### src/sv/btmc_pkg.sv
// ---------------------------------------------------------------------------
// Balance tilt motor controller package
// Shared types, command structs, register codes and scaling constants.
// ---------------------------------------------------------------------------
package btmc_pkg;

   // Field widths
   localparam int SampleW = 12;
   localparam int TermW   = 16;
   localparam int DutyW   = 14;
   localparam int AngleW  = 32;

   // Datapath widths
   localparam int DiffW   = 13;   // offset minus sample
   localparam int RateW   = 27;   // rate and tilt in Q16 degrees
   localparam int MulAW   = 33;   // signed multiplier operand A
   localparam int MulBW   = 17;   // signed multiplier operand B (unsigned gains)
   localparam int ProdW   = 50;
   localparam int SumW    = 43;   // rate plus correction
   localparam int SumLoW  = 21;   // low slice of the split step multiply
   localparam int AccW    = 60;
   localparam int WideW   = 46;   // integral update and wheel sums
   localparam int WheelW  = 15;   // saturated wheel command

   // Scaling constants
   localparam logic signed [MulBW-1:0]  RateScale = 17'sd13107;  // 0.2 in Q16
   localparam logic signed [MulBW-1:0]  TiltScale = 17'sd8520;   // 0.13 in Q16
   localparam logic [DutyW-1:0]         DutyFull  = 14'd10000;
   localparam logic signed [WideW-1:0]  DutyLimit = 46'sd9900;
   localparam logic signed [AngleW-1:0] HaltHigh  = 32'sd2162688;  // 33 degrees
   localparam logic signed [AngleW-1:0] HaltLow   = -32'sd720896;  // -11 degrees

   // Register reset values
   localparam logic [11:0] GyroBiasReset   = 12'd2048;
   localparam logic [11:0] AccelZeroReset  = 12'd1257;
   localparam logic [15:0] AngleGainReset  = 16'd1370;
   localparam logic [9:0]  RateGainReset   = 10'd22;
   localparam logic [15:0] StepTimeReset   = 16'd328;
   localparam logic [15:0] InvTcReset      = 16'd256;

   // Register indexes
   typedef enum logic [2:0] {
      CSR_GYRO_BIAS,
      CSR_ACCEL_ZERO,
      CSR_ANGLE_GAIN,
      CSR_RATE_GAIN,
      CSR_DEAD_LEFT,
      CSR_DEAD_RIGHT,
      CSR_STEP_TIME,
      CSR_INV_TIME_CONSTANT
   } csr_index_type;

   typedef struct packed {
      logic [11:0] gyro_bias;
      logic [11:0] accel_zero;
      logic [15:0] angle_gain;
      logic [9:0]  rate_gain;
      logic [11:0] dead_left;
      logic [11:0] dead_right;
      logic [15:0] step_time_q16;
      logic [15:0] inv_time_constant_q8;
   } cfg_type;

   // Operand selection for the shared multiplier
   typedef enum logic [2:0] {
      MUL_NONE,
      MUL_RATE,
      MUL_TILT,
      MUL_CORR,
      MUL_STEP_LO,
      MUL_STEP_HI,
      MUL_PD_ANGLE,
      MUL_PD_RATE
   } mul_op_type;

   // What the datapath captures from the product register
   typedef enum logic [3:0] {
      CAP_NONE,
      CAP_RATE,
      CAP_TILT,
      CAP_SUM,
      CAP_ACC_SET,
      CAP_ACC_HI,
      CAP_NEXT,
      CAP_ACC_ADD,
      CAP_WHEEL
   } cap_op_type;

   typedef struct packed {
      logic       load;
      mul_op_type mul_op;
      cap_op_type cap_op;
      logic       finish;
   } cmd_type;

   typedef struct packed {
      logic halt;
      logic out_free;
   } status_type;

   typedef struct packed {
      logic [DutyW-1:0] a;
      logic [DutyW-1:0] b;
   } duty_pair_type;

   // Map a saturated wheel command onto one H-bridge pair.
   // A command of zero counts as forward.
   function automatic duty_pair_type bridge(input logic signed [WheelW-1:0] cmd,
                                            input logic [11:0] dead);
      logic signed [WheelW-1:0] mag;
      logic signed [TermW-1:0]  low;
      logic [DutyW-1:0]         low_duty;
      duty_pair_type            pair;
      mag      = cmd[WheelW-1] ? -cmd : cmd;
      low      = $signed({2'b00, DutyFull}) - TermW'(mag) - $signed({4'b0000, dead});
      low_duty = low[TermW-1] ? '0 : low[DutyW-1:0];
      if (cmd[WheelW-1]) begin
         pair.a = low_duty;
         pair.b = DutyFull;
      end else begin
         pair.a = DutyFull;
         pair.b = low_duty;
      end
      return pair;
   endfunction

endpackage

### src/sv/btmc_regs.sv
// ---------------------------------------------------------------------------
// Balance tilt motor controller register file
// Holds the eight configuration registers written through the CSR channel.
// ---------------------------------------------------------------------------
module btmc_regs (
   input  logic               clock,
   input  logic               reset,
   input  logic               csr_valid,
   output logic               csr_ready,
   input  logic [2:0]         csr_index,
   input  logic [15:0]        csr_data,
   output btmc_pkg::cfg_type  cfg
);

   btmc_pkg::cfg_type cfg_ff;
   btmc_pkg::cfg_type cfg_in;

   // Writes complete in a single beat.
   assign csr_ready = 1'b1;
   assign cfg       = cfg_ff;

   // Decode the register index and keep only the register's width.
   always_comb begin
      cfg_in = cfg_ff;
      if (csr_valid) begin
         case (btmc_pkg::csr_index_type'(csr_index))
            btmc_pkg::CSR_GYRO_BIAS:         cfg_in.gyro_bias            = csr_data[11:0];
            btmc_pkg::CSR_ACCEL_ZERO:        cfg_in.accel_zero           = csr_data[11:0];
            btmc_pkg::CSR_ANGLE_GAIN:        cfg_in.angle_gain           = csr_data;
            btmc_pkg::CSR_RATE_GAIN:         cfg_in.rate_gain            = csr_data[9:0];
            btmc_pkg::CSR_DEAD_LEFT:         cfg_in.dead_left            = csr_data[11:0];
            btmc_pkg::CSR_DEAD_RIGHT:        cfg_in.dead_right           = csr_data[11:0];
            btmc_pkg::CSR_STEP_TIME:         cfg_in.step_time_q16        = csr_data;
            btmc_pkg::CSR_INV_TIME_CONSTANT: cfg_in.inv_time_constant_q8 = csr_data;
            default:                         cfg_in = cfg_ff;
         endcase
      end
   end

   always_ff @(posedge clock) begin
      if (reset) begin
         cfg_ff.gyro_bias            <= btmc_pkg::GyroBiasReset;
         cfg_ff.accel_zero           <= btmc_pkg::AccelZeroReset;
         cfg_ff.angle_gain           <= btmc_pkg::AngleGainReset;
         cfg_ff.rate_gain            <= btmc_pkg::RateGainReset;
         cfg_ff.dead_left            <= '0;
         cfg_ff.dead_right           <= '0;
         cfg_ff.step_time_q16        <= btmc_pkg::StepTimeReset;
         cfg_ff.inv_time_constant_q8 <= btmc_pkg::InvTcReset;
      end else begin
         cfg_ff <= cfg_in;
      end
   end

endmodule

### src/sv/btmc_ctrl.sv
// ---------------------------------------------------------------------------
// Balance tilt motor controller sequencer
// Steps the datapath through one control tick with a fixed command schedule.
// ---------------------------------------------------------------------------
module btmc_ctrl (
   input  logic                  clock,
   input  logic                  reset,
   input  logic                  req_tvalid,
   output logic                  req_tready,
   input  btmc_pkg::status_type  status,
   output btmc_pkg::cmd_type     cmd
);

   typedef enum logic [1:0] {
      ST_IDLE,
      ST_BUSY,
      ST_DONE
   } state_type;

   typedef enum logic [3:0] {
      STEP_RATE,
      STEP_TILT,
      STEP_TILT_CAP,
      STEP_CORR,
      STEP_SUM,
      STEP_LO,
      STEP_HI,
      STEP_PD_ANGLE,
      STEP_PD_RATE,
      STEP_PD_ADD,
      STEP_WHEEL
   } step_type;

   state_type state_ff;
   state_type state_in;
   step_type  step_ff;
   step_type  step_in;
   logic      accept;

   assign req_tready = (state_ff == ST_IDLE);
   assign accept     = req_tvalid && req_tready;

   // Command decode: at most one multiplier issue and one capture per step.
   always_comb begin
      cmd        = '0;
      cmd.load   = accept;
      cmd.finish = (state_ff == ST_DONE) && status.out_free;
      if (state_ff == ST_BUSY) begin
         case (step_ff)
            STEP_RATE:     cmd.mul_op = btmc_pkg::MUL_RATE;
            STEP_TILT: begin
               cmd.mul_op = btmc_pkg::MUL_TILT;
               cmd.cap_op = btmc_pkg::CAP_RATE;
            end
            STEP_TILT_CAP: cmd.cap_op = btmc_pkg::CAP_TILT;
            STEP_CORR:     cmd.mul_op = btmc_pkg::MUL_CORR;
            STEP_SUM:      cmd.cap_op = btmc_pkg::CAP_SUM;
            STEP_LO:       cmd.mul_op = btmc_pkg::MUL_STEP_LO;
            STEP_HI: begin
               cmd.mul_op = btmc_pkg::MUL_STEP_HI;
               cmd.cap_op = btmc_pkg::CAP_ACC_SET;
            end
            STEP_PD_ANGLE: begin
               cmd.mul_op = btmc_pkg::MUL_PD_ANGLE;
               cmd.cap_op = btmc_pkg::CAP_ACC_HI;
            end
            STEP_PD_RATE: begin
               cmd.mul_op = btmc_pkg::MUL_PD_RATE;
               cmd.cap_op = btmc_pkg::CAP_NEXT;
            end
            STEP_PD_ADD:   cmd.cap_op = btmc_pkg::CAP_ACC_ADD;
            STEP_WHEEL:    cmd.cap_op = btmc_pkg::CAP_WHEEL;
            default:       cmd.cap_op = btmc_pkg::CAP_NONE;
         endcase
      end
   end

   // Next state. A halted block skips the arithmetic and reports at once.
   always_comb begin
      state_in = state_ff;
      step_in  = step_ff;
      case (state_ff)
         ST_IDLE: begin
            if (accept) begin
               step_in  = STEP_RATE;
               state_in = status.halt ? ST_DONE : ST_BUSY;
            end
         end
         ST_BUSY: begin
            if (step_ff == STEP_WHEEL) begin
               state_in = ST_DONE;
            end else begin
               step_in = step_type'(step_ff + 4'd1);
            end
         end
         ST_DONE: begin
            if (status.out_free) begin
               state_in = ST_IDLE;
            end
         end
         default: state_in = ST_IDLE;
      endcase
   end

   always_ff @(posedge clock) begin
      if (reset) begin
         state_ff <= ST_IDLE;
         step_ff  <= STEP_RATE;
      end else begin
         state_ff <= state_in;
         step_ff  <= step_in;
      end
   end

endmodule

### src/sv/btmc_datapath.sv
// ---------------------------------------------------------------------------
// Balance tilt motor controller datapath
// Shared multiplier, accumulator, angle integral, halt latch and result
// register.
// ---------------------------------------------------------------------------
module btmc_datapath (
   input  logic                              clock,
   input  logic                              reset,
   input  btmc_pkg::cfg_type                 cfg,
   input  btmc_pkg::cmd_type                 cmd,
   input  logic [55:0]                       req_tdata,
   output logic                              rsp_tvalid,
   input  logic                              rsp_tready,
   output logic [87:0]                       rsp_tdata,
   output logic [0:0]                        rsp_tuser,
   output btmc_pkg::status_type              status,
   output logic signed [btmc_pkg::AngleW-1:0] integral
);

   localparam int SampleW = btmc_pkg::SampleW;
   localparam int TermW   = btmc_pkg::TermW;
   localparam int DutyW   = btmc_pkg::DutyW;
   localparam int AngleW  = btmc_pkg::AngleW;
   localparam int DiffW   = btmc_pkg::DiffW;
   localparam int RateW   = btmc_pkg::RateW;
   localparam int MulAW   = btmc_pkg::MulAW;
   localparam int MulBW   = btmc_pkg::MulBW;
   localparam int ProdW   = btmc_pkg::ProdW;
   localparam int SumW    = btmc_pkg::SumW;
   localparam int SumLoW  = btmc_pkg::SumLoW;
   localparam int AccW    = btmc_pkg::AccW;
   localparam int WideW   = btmc_pkg::WideW;
   localparam int WheelW  = btmc_pkg::WheelW;

   // Latched input beat
   logic [SampleW-1:0]       accel_ff;
   logic [SampleW-1:0]       gyro_ff;
   logic signed [TermW-1:0]  speed_ff;
   logic signed [TermW-1:0]  steer_ff;

   // Working registers
   logic signed [ProdW-1:0]  prod_ff;
   logic signed [RateW-1:0]  rate_ff;
   logic signed [RateW-1:0]  tilt_ff;
   logic signed [SumW-1:0]   sum_ff;
   logic signed [AccW-1:0]   acc_ff;
   logic signed [AngleW-1:0] next_ff;
   logic signed [WheelW-1:0] left_ff;
   logic signed [WheelW-1:0] right_ff;

   // Control state
   logic signed [AngleW-1:0] integral_ff;
   logic                     halt_ff;
   logic                     out_valid_ff;

   // Result register
   logic [DutyW-1:0]         la_ff;
   logic [DutyW-1:0]         lb_ff;
   logic [DutyW-1:0]         ra_ff;
   logic [DutyW-1:0]         rb_ff;
   logic                     halted_ff;
   logic signed [AngleW-1:0] tilt_out_ff;

   // Combinational terms
   logic signed [DiffW-1:0]  gyro_diff;
   logic signed [DiffW-1:0]  accel_diff;
   logic signed [MulAW-1:0]  mul_a;
   logic signed [MulBW-1:0]  mul_b;
   logic signed [ProdW-1:0]  prod;
   logic signed [WideW-1:0]  next_sum;
   logic signed [AngleW-1:0] next_sat;
   logic signed [WideW-1:0]  pd;
   logic signed [WideW-1:0]  left_sum;
   logic signed [WideW-1:0]  right_sum;
   logic signed [WheelW-1:0] left_sat;
   logic signed [WheelW-1:0] right_sat;
   btmc_pkg::duty_pair_type  left_pair;
   btmc_pkg::duty_pair_type  right_pair;
   logic                     out_of_band;

   assign status.halt     = halt_ff;
   assign status.out_free = !out_valid_ff || rsp_tready;
   assign integral        = integral_ff;

   assign rsp_tvalid = out_valid_ff;
   assign rsp_tdata  = {tilt_out_ff, rb_ff, ra_ff, lb_ff, la_ff};
   assign rsp_tuser  = halted_ff;

   // Offsets minus samples; both stay within 13 signed bits.
   assign gyro_diff  = $signed({1'b0, cfg.gyro_bias}) - $signed({1'b0, gyro_ff});
   assign accel_diff = $signed({1'b0, cfg.accel_zero}) - $signed({1'b0, accel_ff});

   // Operand selection for the shared multiplier.
   always_comb begin
      case (cmd.mul_op)
         btmc_pkg::MUL_RATE: begin
            mul_a = MulAW'(gyro_diff);
            mul_b = btmc_pkg::RateScale;
         end
         btmc_pkg::MUL_TILT: begin
            mul_a = MulAW'(accel_diff);
            mul_b = btmc_pkg::TiltScale;
         end
         btmc_pkg::MUL_CORR: begin
            mul_a = MulAW'(tilt_ff) - MulAW'(integral_ff);
            mul_b = $signed({1'b0, cfg.inv_time_constant_q8});
         end
         btmc_pkg::MUL_STEP_LO: begin
            mul_a = $signed({{(MulAW-SumLoW){1'b0}}, sum_ff[SumLoW-1:0]});
            mul_b = $signed({1'b0, cfg.step_time_q16});
         end
         btmc_pkg::MUL_STEP_HI: begin
            // The upper slice carries the sign of the sum.
            mul_a = MulAW'($signed(sum_ff[SumW-1:SumLoW]));
            mul_b = $signed({1'b0, cfg.step_time_q16});
         end
         btmc_pkg::MUL_PD_ANGLE: begin
            mul_a = MulAW'(integral_ff);
            mul_b = $signed({1'b0, cfg.angle_gain});
         end
         btmc_pkg::MUL_PD_RATE: begin
            mul_a = MulAW'(rate_ff);
            mul_b = $signed({{(MulBW-10){1'b0}}, cfg.rate_gain});
         end
         default: begin
            mul_a = '0;
            mul_b = '0;
         end
      endcase
   end

   assign prod = ProdW'(mul_a) * ProdW'(mul_b);

   // Integral update, saturated to the signed 32-bit range.
   assign next_sum = WideW'(integral_ff) + WideW'(acc_ff >>> 16);
   always_comb begin
      if (next_sum > WideW'(32'sh7FFF_FFFF)) begin
         next_sat = 32'sh7FFF_FFFF;
      end else if (next_sum < -WideW'(64'sh8000_0000)) begin
         next_sat = 32'sh8000_0000;
      end else begin
         next_sat = next_sum[AngleW-1:0];
      end
   end

   // PD term plus speed and steering, saturated per wheel.
   assign pd        = WideW'(acc_ff >>> 16);
   assign left_sum  = pd + WideW'(speed_ff) + WideW'(steer_ff);
   assign right_sum = pd + WideW'(speed_ff) - WideW'(steer_ff);
   always_comb begin
      if (left_sum > btmc_pkg::DutyLimit) begin
         left_sat = WheelW'(btmc_pkg::DutyLimit);
      end else if (left_sum < -btmc_pkg::DutyLimit) begin
         left_sat = -WheelW'(btmc_pkg::DutyLimit);
      end else begin
         left_sat = left_sum[WheelW-1:0];
      end
      if (right_sum > btmc_pkg::DutyLimit) begin
         right_sat = WheelW'(btmc_pkg::DutyLimit);
      end else if (right_sum < -btmc_pkg::DutyLimit) begin
         right_sat = -WheelW'(btmc_pkg::DutyLimit);
      end else begin
         right_sat = right_sum[WheelW-1:0];
      end
   end

   // Bridge mapping and safe band check on the previous angle.
   assign left_pair   = btmc_pkg::bridge(left_ff, cfg.dead_left);
   assign right_pair  = btmc_pkg::bridge(right_ff, cfg.dead_right);
   assign out_of_band = (integral_ff > btmc_pkg::HaltHigh) ||
                        (integral_ff < btmc_pkg::HaltLow);

   // Payload registers: input latch, product and partial results.
   always_ff @(posedge clock) begin
      if (cmd.load) begin
         accel_ff <= req_tdata[11:0];
         gyro_ff  <= req_tdata[23:12];
         speed_ff <= $signed(req_tdata[39:24]);
         steer_ff <= $signed(req_tdata[55:40]);
      end
      prod_ff <= prod;
      case (cmd.cap_op)
         btmc_pkg::CAP_RATE:    rate_ff <= prod_ff[RateW-1:0];
         btmc_pkg::CAP_TILT:    tilt_ff <= prod_ff[RateW-1:0];
         btmc_pkg::CAP_SUM:     sum_ff  <= SumW'(rate_ff) + SumW'(prod_ff >>> 8);
         btmc_pkg::CAP_ACC_SET: acc_ff  <= AccW'(prod_ff);
         btmc_pkg::CAP_ACC_HI:  acc_ff  <= acc_ff + (AccW'(prod_ff) <<< SumLoW);
         btmc_pkg::CAP_NEXT: begin
            next_ff <= next_sat;
            acc_ff  <= AccW'(prod_ff);
         end
         btmc_pkg::CAP_ACC_ADD: acc_ff  <= acc_ff + AccW'(prod_ff);
         btmc_pkg::CAP_WHEEL: begin
            left_ff  <= left_sat;
            right_ff <= right_sat;
         end
         default: acc_ff <= acc_ff;
      endcase
   end

   // Result register payload.
   always_ff @(posedge clock) begin
      if (cmd.finish) begin
         tilt_out_ff <= integral_ff;
         if (halt_ff || out_of_band) begin
            la_ff     <= btmc_pkg::DutyFull;
            lb_ff     <= btmc_pkg::DutyFull;
            ra_ff     <= btmc_pkg::DutyFull;
            rb_ff     <= btmc_pkg::DutyFull;
            halted_ff <= 1'b1;
         end else begin
            la_ff     <= left_pair.a;
            lb_ff     <= left_pair.b;
            ra_ff     <= right_pair.a;
            rb_ff     <= right_pair.b;
            halted_ff <= 1'b0;
         end
      end
   end

   // Angle integral, halt latch and result valid.
   always_ff @(posedge clock) begin
      if (reset) begin
         integral_ff  <= '0;
         halt_ff      <= 1'b0;
         out_valid_ff <= 1'b0;
      end else begin
         if (cmd.finish && !halt_ff) begin
            integral_ff <= next_ff;
            halt_ff     <= out_of_band;
         end
         if (cmd.finish) begin
            out_valid_ff <= 1'b1;
         end else if (rsp_tready) begin
            out_valid_ff <= 1'b0;
         end
      end
   end

endmodule

### src/sv/balance_tilt_motor_controller.sv
// ---------------------------------------------------------------------------
// Balance tilt motor controller
// Complementary filter angle estimate and PD balance loop driving two
// H-bridge pairs, one control tick per request beat.
// ---------------------------------------------------------------------------
//
// Channel  Direction  Payload
// req      in         tdata: accel_sample, gyro_sample, speed_term, steer_term
// rsp      out        tdata: four duties and tilt_estimate; tuser: halted
// csr      in         csr_index selects one of eight registers, csr_data value
//
// A tick runs from the request beat to the response: eleven steps through
// the one shared 33x17 multiplier and its accumulator, then the load of the
// response register. Once halted, a tick skips the steps.
// A new request beat is taken as soon as the response is loaded, while that
// response still waits for rsp_tready; a stalled response holds the next
// tick in its done state. Synchronous reset clears the angle integral, the
// halt latch and the registers to their defaults. CSR writes are never stalled.
//
module balance_tilt_motor_controller (
   input  logic        clock,
   input  logic        reset,
   input  logic        req_tvalid,
   output logic        req_tready,
   input  logic [55:0] req_tdata,   // accel_sample, gyro_sample, speed_term, steer_term
   output logic        rsp_tvalid,
   input  logic        rsp_tready,
   output logic [87:0] rsp_tdata,   // duty_left_a, duty_left_b, duty_right_a,
                                    // duty_right_b, tilt_estimate
   output logic [0:0]  rsp_tuser,   // halted
   input  logic        csr_valid,
   output logic        csr_ready,
   input  logic [2:0]  csr_index,
   input  logic [15:0] csr_data
);

   btmc_pkg::cfg_type                  cfg;
   btmc_pkg::cmd_type                  cmd;
   btmc_pkg::status_type               status;
   logic signed [btmc_pkg::AngleW-1:0] integral;

   btmc_regs u_regs (
      .clock     (clock),
      .reset     (reset),
      .csr_valid (csr_valid),
      .csr_ready (csr_ready),
      .csr_index (csr_index),
      .csr_data  (csr_data),
      .cfg       (cfg)
   );

   btmc_ctrl u_ctrl (
      .clock      (clock),
      .reset      (reset),
      .req_tvalid (req_tvalid),
      .req_tready (req_tready),
      .status     (status),
      .cmd        (cmd)
   );

   btmc_datapath u_datapath (
      .clock      (clock),
      .reset      (reset),
      .cfg        (cfg),
      .cmd        (cmd),
      .req_tdata  (req_tdata),
      .rsp_tvalid (rsp_tvalid),
      .rsp_tready (rsp_tready),
      .rsp_tdata  (rsp_tdata),
      .rsp_tuser  (rsp_tuser),
      .status     (status),
      .integral   (integral)
   );

   // The halt latch is only cleared by reset.
   assert property (@(posedge clock) disable iff (reset)
      status.halt |=> status.halt)
      else $error("halt latch cleared without reset");

   // While halted the angle integral is frozen.
   assert property (@(posedge clock) disable iff (reset)
      status.halt |=> $stable(integral))
      else $error("angle integral moved while halted");

   // A halted response drives all four duties full.
   assert property (@(posedge clock) disable iff (reset)
      rsp_tvalid && rsp_tuser[0] |->
         rsp_tdata[13:0] == btmc_pkg::DutyFull && rsp_tdata[27:14] == btmc_pkg::DutyFull &&
         rsp_tdata[41:28] == btmc_pkg::DutyFull && rsp_tdata[55:42] == btmc_pkg::DutyFull)
      else $error("halted response with a reduced duty");

   // In normal running each bridge has its driving side at full duty.
   assert property (@(posedge clock) disable iff (reset)
      rsp_tvalid && !rsp_tuser[0] |->
         (rsp_tdata[13:0] == btmc_pkg::DutyFull || rsp_tdata[27:14] == btmc_pkg::DutyFull) &&
         (rsp_tdata[41:28] == btmc_pkg::DutyFull || rsp_tdata[55:42] == btmc_pkg::DutyFull))
      else $error("bridge pair without a full duty side");

endmodule
### config.mk
export PLATFORM = sky130hd
export DESIGN_NAME = balance_tilt_motor_controller
export DESIGN_NICKNAME = d
export VERILOG_FILES = /design/src/sv/btmc_pkg.sv /design/src/sv/btmc_regs.sv /design/src/sv/btmc_ctrl.sv /design/src/sv/btmc_datapath.sv /design/src/sv/balance_tilt_motor_controller.sv
export SDC_FILE = /design/constraint.sdc
export NUM_CORES = 2
export LEC_CHECK = 0
export BUFFER_PORTS_ARGS = -buffer_cell sky130_fd_sc_hd__buf_4
export CORE_MARGIN = 2
export CORE_UTILIZATION = 53
export CTS_BUF_LIST = sky130_fd_sc_hd__clkbuf_4
export CTS_CLUSTER_DIAMETER = 60
export DETAILED_ROUTE_END_ITERATION = 16
export GPL_TIMING_DRIVEN = 1
export PLACE_DENSITY_LB_ADDON = 0.08
export SYNTH_ARGS = -nofsm -noshare
export SYNTH_HDL_FRONTEND = slang
export SYNTH_SLANG_ARGS = --single-unit
### constraint.sdc
create_clock -name clock -period 18.4 [get_ports clock]
set_input_delay 0.92 -clock clock [delete_from_list [all_inputs] [get_ports clock]]
set_output_delay 0.92 -clock clock [all_outputs]
set_load 0.005 [all_outputs]
==> flow_metrics.py <==
metrics = {
    "clocking": {
        "clk_pin_slew_ps": 60,
        "post_cts_buffers": 0,
        "ctsRootBufferMaster": "clkbuf_4",
        "clockBufferDepth": 3,
        "cts_tree": "done",
        "cts_buffers": 159,
        "clk_latency_ps": 1110,
        "htree_levels": 4,
        "cts.sinks": 560,
    },
    "placed_design": {
        "dpl.hpwl_um": 149900,
        "gp_congestion": 0.9551,
        "port_buffers": 170,
    },
    "drt": {
        "final_antenna_net_count": 0,
        "num_vias": 52840,
        "drtIter0Drc": 5008,
        "first_pass_iters": 8,
        "routed_wl_um": 193100,
        "drc": 0,
        "wl_per_cell_um": 21.66,
        "drt-vias-per-instance": 5.930,
    },
    "critical_path": {
        "startpoint": "u_ctrl.step_ff[0]$_SDFFE_PP0P_",
        "worstPathMaxFanout": 23,
        "crit_end": "u_datapath.prod_ff[48]$_DFF_P_",
        "cp-end-kind": "register",
        "cp.required_ps": 19380,
        "slowest_stage": "a21boi_0",
        "cp-start-kind": "register",
        "arrival_ps": 12960,
        "crit_buf_inv": 6,
        "rr_worst_depth": 34,
        "critPathMaxStageDelay_ps": 940,
        "path_class": "register to register",
        "reg2reg_to": "u_datapath.prod_ff[48]$_DFF_P_",
        "crit_top_cell": "fa_1",
        "path_depth": 34,
        "r2r_setup_slack_ps": 6420,
        "crit_family": "compound AO/OA/AOI/OAI gates",
        "r2r_start": "u_ctrl.step_ff[0]$_SDFFE_PP0P_",
    },
    "global_route": {
        "antenna_found_initial": 10,
        "grt_overflow": 0,
        "grt_start_max_net_pins": 108,
        "grt_pass1_vias": 50770,
        "grt_pass1_wl_um": 297400,
        "track_usage_pct": 32.79,
    },
    "yosys": {
        "synth_ff_type": "edfxtp_1",
        "yosysWarnings": 0,
        "synth-edff-count": 364,
        "synthCells": 7040,
        "synthDistinctLibCells": 96,
        "syn_avg_cell_area_um2": 8.646,
        "synthesis.nets": 8183,
        "synth.top_cell.area_share_pct": 17.96,
        "synth.most_common_cell": "nand2_1",
        "async_reset_ff_share_pct": 0,
        "synth_commonest_cells": "nand2_1 (973), inv_1 (878), a21oi_1 (560)",
        "synth_area_mm2": 0.06087,
        "synth-seq-cells": 560,
        "synth_area_leader_cell": "edfxtp_1",
        "synthTopCellsByArea": "edfxtp_1 (18%), fa_1 (17%), ha_1 (11%)",
        "yosysSeqAreaShare_pct": 24.40,
    },
    "sta": {
        "worstMarginPinSlew_ps": 1217,
        "setup_tns_ps": 0,
        "slew_violations": 0,
        "rsz0062_at_grt": "no",
        "worst_clock_skew_ps": 107.3,
        "fin_crit_sh_pct": 65.10,
        "hold_violations": 0,
        "final.min_clock_period_ps": 11980,
        "fmax_mhz": 83.49,
        "maxSlewHeadroom_pct": 18.87,
        "finalSetupViolations": 0,
    },
    "status": {
        "run_status": "complete, no violations",
    },
    "layout": {
        "post-route-util_pct": 58.32,
        "drive_gt1_share_pct": 8.104,
        "syn2layout_area_growth_pct": 9.404,
        "fill_cells": 10460,
        "fin_nets": 8400,
    },
    "flow_run": {
        "max_cap_viol_count": 0,
    },
    "floorplan": {
        "die-width_um": 342.9,
        "rows": 124,
        "core_area_mm2": 0.1142,
        "start_util_pct": 53.31,
        "fp.dieArea_mm2": 0.1176,
        "ios": 172,
        "die_y_um": 342.9,
    },
    "pwr": {
        "power.density_mw_per_mm2": 74.61,
        "p_leak_nw": 29.66,
        "irDropWorstVdd_uv": 56.09,
    },
    "hold_path": {
        "hold_path.class": "primary input to register",
    },
}
==> routing by layer <==
metal | wire length [um] | up-vias | GRT usage [%]
li1 | - | 24720 | -
met1 | 84450 | 25510 | 46.37
met2 | 85700 | 2239 | 51.03
met3 | 16710 | 378 | 5.890
met4 | 6182 | 4 | 10.50
met5 | 27 | - | 0
==> layout by cell type, fill, tap and decap left out, types with 16 or more instances in the layout <==
cell           count
o31ai_1           44
nand3b_1          28
clkbuf_4         234
o21ai_0          301
a21boi_0          21
xnor2_1          275
nand3_1           96
and3_1            44
a211oi_1          46
or3_1             35
a22oi_1           41
xor2_1           133
nor3_1            80
nand4_1           67
buf_4            269
inv_1            876
nor2b_1           90
fa_1             515
a21o_1           214
o221ai_1          18
ha_1             548
a221oi_1          23
edfxtp_1         364
o21bai_1          68
and2_1            63
nor4_1            36
a21oi_1          559
nor2_1           444
o211ai_1          39
a31oi_1           69
dfxtp_1          196
clkinv_1          38
nand2_1          972
o22ai_1           18
o21a_1            66
a2111oi_0         16
dlygate4sd3_1     47
nand2b_1          68
==> worst register-to-register path, delay by kind of cell (launching register included) <==
kind | cells | cell delay, ps
adder cells (fa/ha/maj) | 8 | 3590
AO/OA/AOI/OAI | 10 | 4130
XOR/XNOR | 1 | 160
buffers and inverters | 6 | 700
AND/OR/NAND/NOR | 9 | 2910
flip-flops | 1 | 400
==> state kept, by name, summed over array words and instances (netlist names), 27 cells and up <==
signal                  cells
u_datapath.integral        32
u_datapath.acc_ff          60
u_datapath.next_ff         32
u_regs.cfg                106
u_datapath.rate_ff         27
u_datapath.prod_ff         50
u_datapath.tilt_out_ff     32
u_datapath.tilt_ff         27
u_datapath.sum_ff          43
==> metrics by stage <==
stage	instance area (um2)	power (mW)	hold WS (ps)	instances	setup slack [ps]
2_1_floorplan	60870	3.080	433.2	7040	8951
3_3_place_gp	63950	3.668	441.8	8561	7087
3_5_place_dp	63950	3.691	446.9	8561	6682
4_1_cts	66570	4.947	1.438	8903	6611
5_1_grt	66590	5.281	-15.63	8911	5435
6_report	66590	4.969	55.86	8912	6422
==> power breakdown <==
part / switching (mW) / leakage, nW / internal [mW]
clock: 0.593 / 1.28 / 0.647
sequential: 0.141 / 4.87 / 1.44
combinational: 1.32 / 23.5 / 0.831
==> how the worst min path moves through the flow <==
stage                                      from                                end  slack (ps)  depth (start not counted)
global placement    u_regs.cfg[12]$_SDFFE_PP0P_        u_regs.cfg[12]$_SDFFE_PP0P_         440                          2
floorplan           u_regs.cfg[13]$_SDFFE_PP0P_        u_regs.cfg[13]$_SDFFE_PP0P_         430                          2
finish                            req_tdata[28]   u_datapath.speed_ff[4]$_DFFE_PP_          60                          1
detailed placement  u_regs.cfg[13]$_SDFFE_PP0P_        u_regs.cfg[13]$_SDFFE_PP0P_         450                          2
global route                      req_tdata[28]   u_datapath.speed_ff[4]$_DFFE_PP_         -20                          1
CTS                               req_tdata[55]  u_datapath.steer_ff[15]$_DFFE_PP_           1                          1
==> kinds of logic after synthesis <==
group / share of synthesized area (%)
AOI/OAI and AO/OA: 18.42
xor gates and xnor gates: 5.871
adders and majority gates: 28.20
buffers and inverters: 7.081
DFF: 24.40
muxes: 0.1172
other: 0.006161
and+or+nand+nor: 15.90
==> layout make-up <==
cell class,count,area (um2),area share (%)
antenna,9,22.52,0.03382
clock buffer,234,1757,2.638
clock inverter,61,394.1,0.5918
inverter,879,3299,4.955
multi-input combinational,5341,41890,62.90
sequential,560,14850,22.31
tap,1512,1892,2.841
timing repair buffer,316,2490,3.739
==> timing repair <==
action / in CTS / in global routing
hold buffers: 47 / 0
endpoints found under the setup margin: 0 / 0
resized for setup: 0 / 0
endpoints found under the hold margin: 47 / 0
No activity file was read; power rests on OpenSTA's default activity.
